### config.mk
export PLATFORM = sky130hd
export DESIGN_NAME = port_hash_table_linear_probe
export DESIGN_NICKNAME = d
export VERILOG_FILES = /design/src/sv/hpl_pkg.sv /design/src/sv/hpl_ram.sv /design/src/sv/hpl_ctrl.sv /design/src/sv/hpl_dp.sv /design/src/sv/port_hash_table_linear_probe.sv
export SDC_FILE = /design/constraint.sdc
export NUM_CORES = 2
export LEC_CHECK = 0
export ABC_CLOCK_PERIOD_IN_PS = 5300
export BUFFER_PORTS_ARGS = -buffer_cell sky130_fd_sc_hd__buf_2
export CAP_MARGIN = 20
export CORE_MARGIN = 2
export CORE_UTILIZATION = 50
export DETAILED_ROUTE_END_ITERATION = 12
export HOLD_SLACK_MARGIN = 0.06
export PLACE_DENSITY_LB_ADDON = 0.08
export SYNTH_ARGS = -nofsm -noshare
export SYNTH_HDL_FRONTEND = slang
export SYNTH_SLANG_ARGS = --single-unit
### constraint.sdc
create_clock -name clk -period 5.3 [get_ports clk]
set_clock_uncertainty 0.05 [all_clocks]
set_input_delay 1.06 -clock clk [delete_from_list [all_inputs] [get_ports clk]]
set_output_delay 1.06 -clock clk [all_outputs]
set_load 0.01 [all_outputs]
### src/sv/hpl_pkg.sv
package hpl_pkg;

    localparam int SLOTS   = 64;
    localparam int SIZE_W  = 3;
    localparam int WORD_W  = 32;

    localparam logic [SIZE_W-1:0] SIZE_LOG2_RST = 3'd6;
    localparam logic [SIZE_W-1:0] SIZE_LOG2_MIN = 3'd2;

    typedef logic [1:0]  func_t;
    typedef logic [1:0]  status_t;
    typedef logic [15:0] key_t;
    typedef logic [5:0]  slot_t;
    typedef logic [6:0]  count_t;

    localparam func_t FUNC_LOOKUP = 2'd0;
    localparam func_t FUNC_INSERT = 2'd1;
    localparam func_t FUNC_DELETE = 2'd2;

    localparam status_t ST_OK   = 2'd0;
    localparam status_t ST_MISS = 2'd1;
    localparam status_t ST_FULL = 2'd2;
    localparam status_t ST_ZERO = 2'd3;

    typedef struct packed {
        func_t func;
        key_t  port;
        key_t  flow_index;
    } req_t;

    typedef struct packed {
        status_t status;
        key_t    match_index;
        slot_t   slot;
        count_t  occupied;
        logic    last;
    } rsp_t;

    // controller -> datapath
    typedef struct packed {
        logic load;
        logic walk;
        logic shift;
        logic fin;
    } cmd_t;

    // datapath -> controller
    typedef struct packed {
        logic imm;
        logic walk_done;
        logic to_shift;
        logic shift_done;
        logic fin_done;
    } sts_t;

endpackage

### src/sv/hpl_ram.sv
module hpl_ram #(
    parameter int WIDTH = hpl_pkg::WORD_W,
    parameter int DEPTH = hpl_pkg::SLOTS
) (
    input  logic                     clk,
    input  logic                     we,
    input  logic [$clog2(DEPTH)-1:0] waddr,
    input  logic [WIDTH-1:0]         wdata,
    input  logic [$clog2(DEPTH)-1:0] raddr,
    output logic [WIDTH-1:0]         rdata
);

    logic [WIDTH-1:0] mem_reg [DEPTH];
    logic [WIDTH-1:0] rdata_reg;

    always_ff @(posedge clk)
    begin
        if (we)
        begin
            mem_reg[waddr] <= wdata;
        end
        rdata_reg <= mem_reg[raddr];
    end

    assign rdata = rdata_reg;

endmodule

### src/sv/hpl_ctrl.sv
module hpl_ctrl (
    input  logic          clk,
    input  logic          rst_n,
    input  logic          req_valid,
    output logic          req_ready,
    input  hpl_pkg::sts_t sts,
    output hpl_pkg::cmd_t cmd
);

    localparam logic [1:0] S_IDLE  = 2'd0;
    localparam logic [1:0] S_WALK  = 2'd1;
    localparam logic [1:0] S_SHIFT = 2'd2;
    localparam logic [1:0] S_FIN   = 2'd3;

    logic [1:0] state_reg;
    logic [1:0] state_next;

    always_comb
    begin
        state_next = state_reg;
        unique case (state_reg)
            S_IDLE:
            begin
                if (req_valid)
                begin
                    state_next = sts.imm ? S_FIN : S_WALK;
                end
            end
            S_WALK:
            begin
                if (sts.to_shift)
                begin
                    state_next = S_SHIFT;
                end
                else if (sts.walk_done)
                begin
                    state_next = S_FIN;
                end
            end
            S_SHIFT:
            begin
                if (sts.shift_done)
                begin
                    state_next = S_FIN;
                end
            end
            S_FIN:
            begin
                if (sts.fin_done)
                begin
                    state_next = S_IDLE;
                end
            end
            default:
            begin
                state_next = S_IDLE;
            end
        endcase
    end

    always_ff @(posedge clk or negedge rst_n)
    begin
        if (!rst_n)
        begin
            state_reg <= S_IDLE;
        end
        else
        begin
            state_reg <= state_next;
        end
    end

    assign req_ready = (state_reg == S_IDLE);
    assign cmd.load  = (state_reg == S_IDLE) && req_valid;
    assign cmd.walk  = (state_reg == S_WALK);
    assign cmd.shift = (state_reg == S_SHIFT);
    assign cmd.fin   = (state_reg == S_FIN);

endmodule

### src/sv/hpl_dp.sv
module hpl_dp #(
    parameter int SLOTS = hpl_pkg::SLOTS
) (
    input  logic                       clk,
    input  logic                       rst_n,
    input  hpl_pkg::cmd_t              cmd,
    output hpl_pkg::sts_t              sts,
    input  hpl_pkg::req_t              req,
    input  logic                       cfg_valid,
    input  logic [hpl_pkg::SIZE_W-1:0] cfg_data,
    output logic                       rsp_valid,
    input  logic                       rsp_ready,
    output hpl_pkg::rsp_t              rsp
);

    localparam int AW     = $clog2(SLOTS);
    localparam int MAX_LG = $clog2(SLOTS + 1) - 1;

    typedef logic [AW-1:0] addr_t;

    logic [hpl_pkg::SIZE_W-1:0] size_log2_reg, size_log2_next;
    logic [hpl_pkg::SIZE_W-1:0] lg;
    logic [AW:0]                n_win;
    addr_t                      mask;
    addr_t                      home_in;
    addr_t                      home;

    hpl_pkg::func_t op_reg, op_next;
    hpl_pkg::key_t  port_key_reg, port_key_next;
    hpl_pkg::key_t  fidx_reg, fidx_next;

    addr_t       cur_reg, cur_next, cur_inc;
    logic [AW:0] step_reg, step_next;
    addr_t       hole_reg, hole_next;
    addr_t       k_home, dk, dj;

    logic [SLOTS-1:0] vld_reg, vld_next;
    logic             rvld_reg;

    logic                       ram_we;
    addr_t                      ram_waddr;
    logic [hpl_pkg::WORD_W-1:0] ram_wdata;
    logic [hpl_pkg::WORD_W-1:0] ram_rdata;
    logic [hpl_pkg::WORD_W-1:0] word;

    logic empty, at_end, walk_end, hit, is_key;
    logic lk_match, stall, emit_pend, emit_fin, to_shift;
    logic shift_end, move, advance, out_free, ins_write;

    logic            pend_valid_reg, pend_valid_next;
    hpl_pkg::key_t   pend_idx_reg, pend_idx_next;
    addr_t           pend_slot_reg, pend_slot_next;

    hpl_pkg::status_t fin_status_reg, fin_status_next;
    hpl_pkg::key_t    fin_index_reg, fin_index_next;
    addr_t            fin_slot_reg, fin_slot_next;

    hpl_pkg::count_t count_reg, count_next;

    logic          out_valid_reg, out_valid_next;
    hpl_pkg::rsp_t out_reg, out_next;

    hpl_ram #(
        .WIDTH (hpl_pkg::WORD_W),
        .DEPTH (SLOTS)
    ) u_ram (
        .clk   (clk),
        .we    (ram_we),
        .waddr (ram_waddr),
        .wdata (ram_wdata),
        .raddr (cur_next),
        .rdata (ram_rdata)
    );

    // window size: clamp the log2 to [2, 6] and to the largest power of two within SLOTS
    always_comb
    begin
        if (size_log2_reg < hpl_pkg::SIZE_LOG2_MIN)
        begin
            lg = hpl_pkg::SIZE_LOG2_MIN;
        end
        else if (size_log2_reg > hpl_pkg::SIZE_W'(MAX_LG))
        begin
            lg = hpl_pkg::SIZE_W'(MAX_LG);
        end
        else
        begin
            lg = size_log2_reg;
        end
        n_win = (AW + 1)'(1) << lg;
        mask  = addr_t'(n_win - 1'b1);
    end

    assign home_in = req.port[AW-1:0] & mask;
    assign home    = port_key_reg[AW-1:0] & mask;

    // read data always belongs to cur_reg
    assign word     = rvld_reg ? ram_rdata : '0;
    assign empty    = (word == '0);
    assign at_end   = (step_reg == n_win);
    assign walk_end = at_end || empty;
    assign hit      = (word[31:16] == port_key_reg);
    assign is_key   = (word == {port_key_reg, fidx_reg});
    assign cur_inc  = addr_t'(cur_reg + 1'b1) & mask;

    // backward shift test: move when home is not cyclically in (hole, cur]
    assign k_home = word[16 +: AW] & mask;
    assign dk     = addr_t'(k_home - hole_reg) & mask;
    assign dj     = addr_t'(cur_reg - hole_reg) & mask;

    assign out_free  = !out_valid_reg || rsp_ready;
    assign lk_match  = cmd.walk && (op_reg == hpl_pkg::FUNC_LOOKUP) && !walk_end && hit;
    assign stall     = lk_match && pend_valid_reg && !out_free;
    assign emit_pend = lk_match && pend_valid_reg && out_free;
    assign to_shift  = cmd.walk && (op_reg == hpl_pkg::FUNC_DELETE) && !walk_end && is_key;
    assign shift_end = at_end || empty;
    assign move      = cmd.shift && !shift_end && ((dk == '0) || (dk > dj));
    assign advance   = (cmd.walk && !walk_end && !stall) || (cmd.shift && !shift_end);
    assign emit_fin  = cmd.fin && out_free;
    assign ins_write = cmd.walk && (op_reg == hpl_pkg::FUNC_INSERT) && !at_end && empty;

    assign sts.imm        = ((req.func == hpl_pkg::FUNC_INSERT) && (req.port == '0))
                            || ((req.func != hpl_pkg::FUNC_LOOKUP)
                                && (req.func != hpl_pkg::FUNC_INSERT)
                                && (req.func != hpl_pkg::FUNC_DELETE));
    assign sts.walk_done  = cmd.walk && walk_end;
    assign sts.to_shift   = to_shift;
    assign sts.shift_done = cmd.shift && shift_end;
    assign sts.fin_done   = emit_fin;

    always_comb
    begin
        size_log2_next  = cfg_valid ? cfg_data : size_log2_reg;
        op_next         = op_reg;
        port_key_next   = port_key_reg;
        fidx_next       = fidx_reg;
        cur_next        = cur_reg;
        step_next       = step_reg;
        hole_next       = hole_reg;
        pend_valid_next = pend_valid_reg;
        pend_idx_next   = pend_idx_reg;
        pend_slot_next  = pend_slot_reg;
        fin_status_next = fin_status_reg;
        fin_index_next  = fin_index_reg;
        fin_slot_next   = fin_slot_reg;
        count_next      = count_reg;
        out_valid_next  = out_valid_reg && !rsp_ready;
        out_next        = out_reg;
        ram_we          = 1'b0;
        ram_waddr       = hole_reg;
        ram_wdata       = word;

        if (cmd.load)
        begin
            op_next         = req.func;
            port_key_next   = req.port;
            fidx_next       = req.flow_index;
            cur_next        = home_in;
            step_next       = '0;
            pend_valid_next = 1'b0;
            fin_status_next = (req.func == hpl_pkg::FUNC_INSERT) ? hpl_pkg::ST_ZERO
                                                                 : hpl_pkg::ST_MISS;
            fin_index_next  = '0;
            fin_slot_next   = '0;
        end
        else if (advance)
        begin
            cur_next  = cur_inc;
            step_next = to_shift ? (AW + 1)'(1) : step_reg + 1'b1;
        end

        if (lk_match && !stall)
        begin
            pend_valid_next = 1'b1;
            pend_idx_next   = word[15:0];
            pend_slot_next  = cur_reg;
        end

        if (sts.walk_done)
        begin
            priority if (op_reg == hpl_pkg::FUNC_LOOKUP)
            begin
                fin_status_next = pend_valid_reg ? hpl_pkg::ST_OK : hpl_pkg::ST_MISS;
                fin_index_next  = pend_valid_reg ? pend_idx_reg : '0;
                fin_slot_next   = pend_valid_reg ? pend_slot_reg : cur_reg;
            end
            else if (op_reg == hpl_pkg::FUNC_INSERT)
            begin
                fin_status_next = at_end ? hpl_pkg::ST_FULL : hpl_pkg::ST_OK;
                fin_index_next  = '0;
                fin_slot_next   = at_end ? home : cur_reg;
            end
            else
            begin
                fin_status_next = hpl_pkg::ST_MISS;
                fin_index_next  = '0;
                fin_slot_next   = cur_reg;
            end
        end

        if (to_shift)
        begin
            hole_next = cur_reg;
        end

        priority if (ins_write)
        begin
            ram_we     = 1'b1;
            ram_waddr  = cur_reg;
            ram_wdata  = {port_key_reg, fidx_reg};
            count_next = count_reg + 1'b1;
        end
        else if (move)
        begin
            ram_we    = 1'b1;
            hole_next = cur_reg;
        end
        else if (sts.shift_done)
        begin
            ram_we          = 1'b1;
            ram_wdata       = '0;
            count_next      = (count_reg != '0) ? count_reg - 1'b1 : count_reg;
            fin_status_next = hpl_pkg::ST_OK;
            fin_index_next  = '0;
            fin_slot_next   = hole_reg;
        end
        else
        begin
            ram_we = 1'b0;
        end

        vld_next = vld_reg;
        if (ram_we)
        begin
            vld_next[ram_waddr] = 1'b1;
        end

        // a lookup hands the previous match on; the final beat comes from FIN
        if (emit_pend)
        begin
            out_valid_next       = 1'b1;
            out_next.status      = hpl_pkg::ST_OK;
            out_next.match_index = pend_idx_reg;
            out_next.slot        = hpl_pkg::slot_t'(pend_slot_reg);
            out_next.occupied    = count_reg;
            out_next.last        = 1'b0;
        end
        else if (emit_fin)
        begin
            out_valid_next       = 1'b1;
            out_next.status      = fin_status_reg;
            out_next.match_index = fin_index_reg;
            out_next.slot        = hpl_pkg::slot_t'(fin_slot_reg);
            out_next.occupied    = count_reg;
            out_next.last        = 1'b1;
        end
    end

    always_ff @(posedge clk or negedge rst_n)
    begin
        if (!rst_n)
        begin
            size_log2_reg  <= hpl_pkg::SIZE_LOG2_RST;
            vld_reg        <= '0;
            rvld_reg       <= 1'b0;
            cur_reg        <= '0;
            step_reg       <= '0;
            pend_valid_reg <= 1'b0;
            count_reg      <= '0;
            out_valid_reg  <= 1'b0;
            op_reg         <= hpl_pkg::FUNC_LOOKUP;
        end
        else
        begin
            size_log2_reg  <= size_log2_next;
            vld_reg        <= vld_next;
            rvld_reg       <= vld_reg[cur_next];
            cur_reg        <= cur_next;
            step_reg       <= step_next;
            pend_valid_reg <= pend_valid_next;
            count_reg      <= count_next;
            out_valid_reg  <= out_valid_next;
            op_reg         <= op_next;
        end
    end

    always_ff @(posedge clk)
    begin
        port_key_reg   <= port_key_next;
        fidx_reg       <= fidx_next;
        hole_reg       <= hole_next;
        pend_idx_reg   <= pend_idx_next;
        pend_slot_reg  <= pend_slot_next;
        fin_status_reg <= fin_status_next;
        fin_index_reg  <= fin_index_next;
        fin_slot_reg   <= fin_slot_next;
        out_reg        <= out_next;
    end

    assign rsp_valid = out_valid_reg;
    assign rsp       = out_reg;

`ifndef SYNTHESIS
    a_count_range: assert property (@(posedge clk) disable iff (!rst_n)
        count_reg <= hpl_pkg::count_t'(SLOTS))
        else $error("entry count above table depth");

    a_write_in_window: assert property (@(posedge clk) disable iff (!rst_n)
        ram_we |-> ((ram_waddr & ~mask) == '0))
        else $error("store write outside the probe window");

    a_shift_ahead: assert property (@(posedge clk) disable iff (!rst_n)
        (cmd.shift && !shift_end) |-> (dj != '0))
        else $error("shift scan caught up with the hole");

    a_pend_lookup: assert property (@(posedge clk) disable iff (!rst_n)
        pend_valid_reg |-> (op_reg == hpl_pkg::FUNC_LOOKUP))
        else $error("pending match outside a lookup");
`endif

endmodule

### src/sv/port_hash_table_linear_probe.sv
// Open-addressed port table, linear probing, backward-shift delete. One request at a
// time: the beat is accepted, then the slot store is probed one slot per cycle through
// its single registered read port (unless a lookup holds its walk, see below), then
// the FIN state hands the final result to the output register. The walk covers the
// slots up to the first empty slot for lookup and insert (at most the whole window),
// and for delete the search plus the shift scan up to the next empty slot (at most
// twice the window size). The FIN state waits while the output register still holds
// an untaken beat. A lookup with several matches sends one beat per match and holds
// its walk while a second match waits behind an untaken beat. The store reads as
// empty right after reset (per-slot valid flags), so no clearing pass is needed.
// The size register may be written while no request is in flight.
module port_hash_table_linear_probe #(
    parameter int SLOTS = hpl_pkg::SLOTS
) (
    input  logic                       clk,
    input  logic                       rst_n,
    input  logic                       req_valid,
    output logic                       req_ready,
    input  hpl_pkg::req_t              req,
    output logic                       rsp_valid,
    input  logic                       rsp_ready,
    output hpl_pkg::rsp_t              rsp,
    input  logic                       cfg_valid,
    output logic                       cfg_ready,
    input  logic [hpl_pkg::SIZE_W-1:0] cfg_data
);

    hpl_pkg::cmd_t cmd;
    hpl_pkg::sts_t sts;

    assign cfg_ready = 1'b1;

    hpl_ctrl u_ctrl (
        .clk       (clk),
        .rst_n     (rst_n),
        .req_valid (req_valid),
        .req_ready (req_ready),
        .sts       (sts),
        .cmd       (cmd)
    );

    hpl_dp #(
        .SLOTS (SLOTS)
    ) u_dp (
        .clk       (clk),
        .rst_n     (rst_n),
        .cmd       (cmd),
        .sts       (sts),
        .req       (req),
        .cfg_valid (cfg_valid),
        .cfg_data  (cfg_data),
        .rsp_valid (rsp_valid),
        .rsp_ready (rsp_ready),
        .rsp       (rsp)
    );

endmodule

## Word level (Yosys, flattened, before mapping)

Memories as Yosys holds them, arrays and structs flattened. A register that Yosys moved wholly into a read port is not among the register bits.
Index checks and enable logic that the tools add are counted.

| word-level totals | value |
|---|---|
| logic and storage cells | 179 |
| input bits | 42 |
| memories kept | 1 |
| output and inout bits | 35 |
| bits in writable memories | 2,048 |
| register bits after elaboration | 210 |

| cells by class | value |
|---|---|
| reduce and logical (&&, ||, !) cells | 51 |
| order comparisons | 6 |
| bitwise operators | 7 |
| add/sub/neg operators | 7 |
| equality and inequality tests | 16 |
| muxes and demuxes | 67 |
| shift-type cells | 1 |

Memory list:

| memory | depth | width | read ports | clocked after Yosys merged registers in | wr ports | RTL line | text |
|---|---|---|---|---|---|---|---|
| u_dp.u_ram.mem_reg | 64 | 32 | 1 | 1 | 1 | hpl_ram.sv:13 | `logic [WIDTH-1:0] mem_reg [DEPTH];` |

Operator list:

| kind | count |
|---|---|
| $mux 32 | 4 |
| $mux 16 | 7 |
| $mux 6 | 15 |
| $or 64x64->64 | 1 |
| $mux 30 | 2 |
| $mux 7 | 7 |
| $and 6x6->6 | 6 |
| $eq 32x32->1 | 1 |
| $logic_not 32->1 | 1 |
| $mux 2 | 15 |
| $logic_and 1x1->1 | 26 |
| $eq 16x16->1 | 1 |
| $logic_not 16->1 | 1 |
| $add 7x1->7 const B | 2 |
| $lt 6x7->1 const B | 2 |
| $mux 1 | 12 |
| $reduce_bool 2->1 | 6 |
| $sub 6x6->6 | 2 |
| $ne 2x2->1 const B | 5 |
| $pmux 2 s4 | 1 |
| $eq 7x7->1 | 1 |
| $reduce_bool 7->1 | 1 |
| $shl 1x3->7 const A | 1 |
| $sub 7x1->7 const B | 1 |
| 19 further kinds | 34 |

## Logic depth before layout (Yosys ltp)

| depth | value |
|---|---|
| depth in word-level cells | 18 |
| gate-level depth with buffers | 24 |
| gate-level depth less buffers | 20 |

## By module

A second synthesis with hierarchy kept.

| unflattened totals | value |
|---|---|
| cell total of the unflattened synthesis | 4,354 |
| area, all modules | 89,362.0 sq um |

By module, submodules not included:

| module | area each (sq um) | times used | sequential area each (sq um) | cells each |
|---|---|---|---|---|
| hpl_ram | 78,515.3 | 1 | 62,139.6 | 3,324 |
| hpl_dp | 10,607.7 | 1 | 5,457.7 | 1,008 |
| hpl_ctrl | 227.7 | 1 | 50.0 | 20 |
| port_hash_table_linear_probe | 11.3 | 1 | 0.0 | 2 |

## Worst setup path after synthesis

No wires, ideal clock.

| path | value |
|---|---|
| kind | register -> register |
| start | reg u_dp.rvld_reg |
| end | mem u_dp.u_ram.mem_reg[10][0] (netlist name), enable pin |
| clock period less this slack | 5.689 ns |
| stages on the path, launching flop included | 25 |
| path slack | -0.389 ns |
| path buffers | 4 |
| arrival | 5.218 ns |
| library setup time | 0.421 ns |
| required time | 4.829 ns |
| cells stage by stage | dfrtp_1 > buf_2 > buf_2 > clkbuf_1 > nand2_1 > or2_2 > inv_1 > ha_1 > nor2b_1 > o21ai_0 > a21oi_1 > o21ai_0 > nand2b_1 > xnor2_1 > nor2_1 > ha_1 > nand4_1 > nor2_1 > nor2_1 > a21oi_1 > o311ai_0 > o22ai_1 > nand2_1 > clkbuf_1 > nor2_1 |

| on the way | value |
|---|---|
| word-level cells in the longest chain between the ends | 11 |
| elaborated cells between the ends (all ways) | 20 |
| classes of those cells | 1 x add/sub; 1 x order compare; 7 x mux; 2 x bitwise; 9 x reduce/logical |

Ends and longest elaborated chain:

| what | RTL line | text |
|---|---|---|
| from (decl) | hpl_dp.sv:38 | `logic rvld_reg;` |
| from (signal assigned) | hpl_dp.sv:277 | `rvld_reg <= vld_reg[cur_next];` |
| $mux 32 * | hpl_dp.sv:98 | `assign word = rvld_reg ? ram_rdata : '0;` |
| $and 6x6->6 | hpl_dp.sv:107 | `assign k_home = word[16 +: AW] & mask;` |
| $sub 6x6->6 | hpl_dp.sv:108 | `assign dk = addr_t'(k_home - hole_reg) & mask;` |
| $and 6x6->6 | hpl_dp.sv:108 |  |
| $gt 6x6->1 / $logic_not 6->1 (equally long branches) | hpl_dp.sv:117 | `assign move = cmd.shift && !shift_end && ((dk == '0) \|\| (dk > dj));` |
| $logic_or 1x1->1 | hpl_dp.sv:117 |  |
| $logic_and 1x1->1 | hpl_dp.sv:117 |  |
| $mux 1 | hpl_dp.sv:213 | `else if (move)` |
| $mux 1 | hpl_dp.sv:206 | `priority if (ins_write)` |
| $mux 1 | hpl_ram.sv:18 | `if (we)` |
| $mux 1 (not written as such) | hpl_ram.sv:20 | `mem_reg[waddr] <= wdata;` |
| to (decl) | hpl_ram.sv:13 |  |

Mark *: on every way between the ends. The rest lies on a longest branch, timed or not.

## Worst setup path after layout

| path | value |
|---|---|
| start | reg u_dp.rvld_reg |
| end | reg u_dp.u_ram.rdata_reg[18] (netlist: u_dp.u_ram.rdata[18]) (read register of u_dp.u_ram.mem_reg) |

| on the way | value |
|---|---|
| word-level cells in the longest chain between the ends | 13 |
| elaborated cells between the ends (all ways) | 16 |
| classes of those cells | 1 x eq/ne; 3 x mux; 12 x reduce/logical |

Ends and longest elaborated chain:

| what | RTL line | text |
|---|---|---|
| $mux 32 * | hpl_dp.sv:98 |  |
| $logic_not 32->1 | hpl_dp.sv:99 | `assign empty = (word == '0);` |
| $logic_or 1x1->1 | hpl_dp.sv:101, hpl_dp.sv:116 |  |
| $logic_not 1->1 | hpl_dp.sv:112, hpl_dp.sv:118 |  |
| $logic_and 1x1->1 (2 in a row) | hpl_dp.sv:112 | `assign lk_match = cmd.walk && (op_reg == hpl_pkg::FUNC_LOOKUP) && !walk_end && hit;` |
| $logic_and 1x1->1 (2 in a row) | hpl_dp.sv:113 | `assign stall = lk_match && pend_valid_reg && !out_free;` |
| $logic_not 1->1 | hpl_dp.sv:118 | `assign advance = (cmd.walk && !walk_end && !stall) \|\| (cmd.shift && !shift_end);` |
| $logic_and 1x1->1 | hpl_dp.sv:118 |  |
| $logic_or 1x1->1 * | hpl_dp.sv:118 |  |
| $mux 6 * | hpl_dp.sv:166 | `else if (advance)` |
| $mux 6 * | hpl_dp.sv:153 | `if (cmd.load)` |
| to (decl) | hpl_ram.sv:14 | `logic [WIDTH-1:0] rdata_reg;` |

Marked as above.
A chain may end at the register's enable or synchronous reset.

==> results.py <==
metrics = {
    "run_status": {
        "status": "finished, final reports clean",
    },
    "synthesis": {
        "synth_top_family_by_area": "compound AO/OA/AOI/OAI gates",
        "yosysSeqAreaShare": 0.7323,
        "synthArstFlopShare": 0.04105,
        "synthCells": 6726,
        "netlist_area_um2": 92370,
        "synth_top_cell_area_share": 0.6927,
        "ys_seq_elements": 2290,
        "synth_cell_types": 80,
        "yosys-top-cells-area": "edfxtp_1 (69%), nand2_1 (4.8%), mux2i_1 (2.6%)",
        "synth.yosys.warnings": 0,
        "synth_xor_area_frac": 0.003887,
        "synth_edf_count": 2131,
        "synth.area.mux_share": 0.03312,
        "yosys.area_share.simple": 0.08886,
        "synth_area_per_cell_um2": 13.73,
        "yosysTopAreaCell": "edfxtp_1",
        "synth_fa_ha_area_frac": 0.004443,
        "synth_compound_area_frac": 0.1069,
        "synthFlopType": "edfxtp_1",
    },
    "detailed_routing": {
        "finalWirelength_mm": 285.0,
        "antenna_left": 0,
        "vias": 59564,
        "wl_per_cell_um": 29.36,
        "drtIter0Drc": 7364,
        "dr.pass1.iters": 6,
        "drc": 0,
        "vias_per_cell": 6.136,
    },
    "placed_design": {
        "placed_area_um2": 99150,
        "gp_congestion": 0.9403,
        "placedCellCount": 9229,
        "port_buffers": 75,
        "dp_hpwl_mm": 174.2,
    },
    "worst_setup_path": {
        "crit_path_start_kind": "register",
        "cp-end-kind": "register",
        "required_ns": 5.95,
        "cp_cell_sequence": "buf_4, nor4bb_1, a22oi_1, a22oi_1, nand4_2, o2111ai_4, nand3_4, clkinv_8, buf_4, mux2i_1, mux2_2, o22ai_1, nor4_1, nor3_1",
        "arrival_ns": 5.67,
        "criticalPathCategory": "reg -> reg",
        "cp_max_fo": 48,
        "crit_family": "simple AND/OR/NAND/NOR gates",
        "crit_path_top_delay_cell": "nor4_1",
        "cp_num_buf_inv": 3,
        "worst_path_largest_cell_delay_ns": 0.73,
    },
    "worst_hold_path": {
        "hold_path_class": "in -> async",
    },
    "clock_network": {
        "cts_hold_buf": 0,
        "numCtsBuffers": 230,
        "clock_latency_ns": 0.86,
        "h-tree-depth": 4,
        "cts_tree": "done",
        "cts_num_sinks": 2290,
        "clk_pin_slew_worst_paths_ns": 0.06,
        "clockBufferDepth": 3,
        "cts-root-buf": "clkbuf_16",
    },
    "power": {
        "p_int_w": 0.04039,
        "power.share.switching": 0.4043,
        "ir_worst_vdd_v": 0.0004986,
        "seqPwrFrac": 0.343,
        "p_leak_nw": 38.07,
        "p_sw_w": 0.02741,
        "clkPwrFrac": 0.232,
        "combPwrFrac": 0.425,
        "powerDensity_nw_per_um2": 633.9,
    },
    "floorplan": {
        "die-area_um2": 188200,
        "design.portCount": 77,
        "core_um2": 183300,
        "die_x_um": 433.8,
        "chipHeight_um": 433.8,
        "start_util": 0.5040,
        "num_rows": 157,
    },
    "global_route": {
        "antenna_found_initial": 15,
        "use_met1": 0.4309,
        "overflow": 0,
        "globalRouteMet3Util": 0.04331,
        "grt_pass1_vias": 55746,
        "track_usage": 0.2978,
        "grt_start_max_net_pins": 141,
        "grt_first_pass_wirelength_mm": 402.7,
        "busiest_layer": "met2",
        "grtUsageMet2": 0.4605,
    },
    "finish": {
        "area_growth_pct": 15.77,
        "stdcell_area_um2": 106900,
        "layout-drive-gt1-share": 0.1463,
        "final_cell_mix": "edfxtp_1 (2131), nand2_1 (1176), a21oi_1 (463)",
        "final_common_cell": "edfxtp_1",
        "largest_reg_flops": 2048,
        "finalNonFillerCells": 9708,
        "fin_nets": 7105,
    },
    "sta": {
        "relSlewSlack": 0.2544,
        "worstMarginPinSlew_ns": 1.116,
        "rsz0062_at_grt": "no",
        "finalCriticalPeriod_ns": 5.023,
        "fmax_mhz": 199.1,
        "setup_viol": 0,
        "finalCritPeriodShare": 0.9478,
        "hold_viol_final": 0,
        "drv_slew": 0,
    },
    "job": {
        "max_cap_violations": 0,
    },
}
## power by group through the flow
| stage | sequential (W) | clock (W) | combinational [W] |
|---|---|---|---|
| final | 0.0233 | 0.0158 | 0.0288 |
| after global routing | 0.0233 | 0.0167 | 0.0305 |
| after CTS | 0.0232 | 0.0160 | 0.0285 |
| after detailed placement | 0.0236 | 0 | 0.0284 |
| after global placement | 0.0236 | 0 | 0.0282 |
| after floorplan | 0.0237 | 0 | 0.0154 |
## cell families after synthesis
logic type / count (synthesis)
simple gates: 1871
compound gates: 1526
other cells: 1
buf+inv: 668
mux: 298
fa+ha+maj: 31
flops: 2290
xor+xnor: 41
## layer usage
metal	part of all wire	vias to the layer above	wire length [µm]
met2	0.46	2646	131600
met1	0.42	30328	120600
li1	-	26147	-
met5	0.000060	-	17
met3	0.076	441	21720
met4	0.039	2	11050
## final cells by class
type	count	area (µm²)
multi-input combinational	3786	22900
tap	2464	3083
timing repair buffer	516	5152
inverter	208	805.8
clock inverter	140	1257
fill	14535	76340
antenna	14	35.03
clock buffer	290	6061
sequential	2290	67650
## per-stage QoR
stage | utilization | hold WS, ns | power, W | setup TNS [ns] | worst slack (ns)
floorplan | - | 0.3731 | 0.03912 | -792.52 | -0.3889
global placement | 0.5405 | 0.3983 | 0.05178 | -31.24 | -0.1955
detailed placement | 0.5410 | 0.4084 | 0.05199 | 0 | 0.01539
CTS | 0.5809 | 0.2617 | 0.06766 | 0 | 0.002796
global route | 0.5833 | 0.2993 | 0.07048 | 0 | 0.02027
finish | 0.5835 | 0.2602 | 0.06779 | 0 | 0.2769
## Yosys cell counts, types with 45 or more instances
cell type / number
a211oi_1: 187
a21oi_1: 465
a22oi_1: 219
a31oi_1: 195
and3_1: 94
buf_2: 189
clkbuf_1: 221
dfrtp_1: 92
dfxtp_1: 65
edfxtp_1: 2131
inv_1: 203
mux2_2: 61
mux2i_1: 237
nand2_1: 1176
nand3_1: 265
nor2_1: 113
nor4_1: 45
o2111ai_1: 57
o21ai_0: 121
o21bai_1: 66
o22ai_1: 85
## what timing repair did
item / in CTS / in global routing
resized for setup: 0 / 18
setup endpoints to repair: 40 / 1419
gates cloned: 0 / 16
setup buffers: 0 / 13
pin swaps: 4 / 26
## path summary, 6_finish.rpt
check                                           start                    end  slack (ns)  depth (start not counted)
worst max-delay path                    u_dp.rvld_reg   u_dp.u_ram.rdata[18]        0.28                         14
min in group clk                               req[6]       u_dp.fidx_reg[6]        0.35                          1
worst min register to register  u_dp.fin_index_reg[8]  u_dp.fin_index_reg[8]        0.42                          2
max in group asynchronous                       rst_n       u_dp.vld_reg[12]        3.84                          2
worst max register to register          u_dp.rvld_reg   u_dp.u_ram.rdata[18]        0.28                         14
worst min-delay path                            rst_n      u_dp.count_reg[4]        0.26                          1
Note: power is estimated with default switching activity, not from simulation.
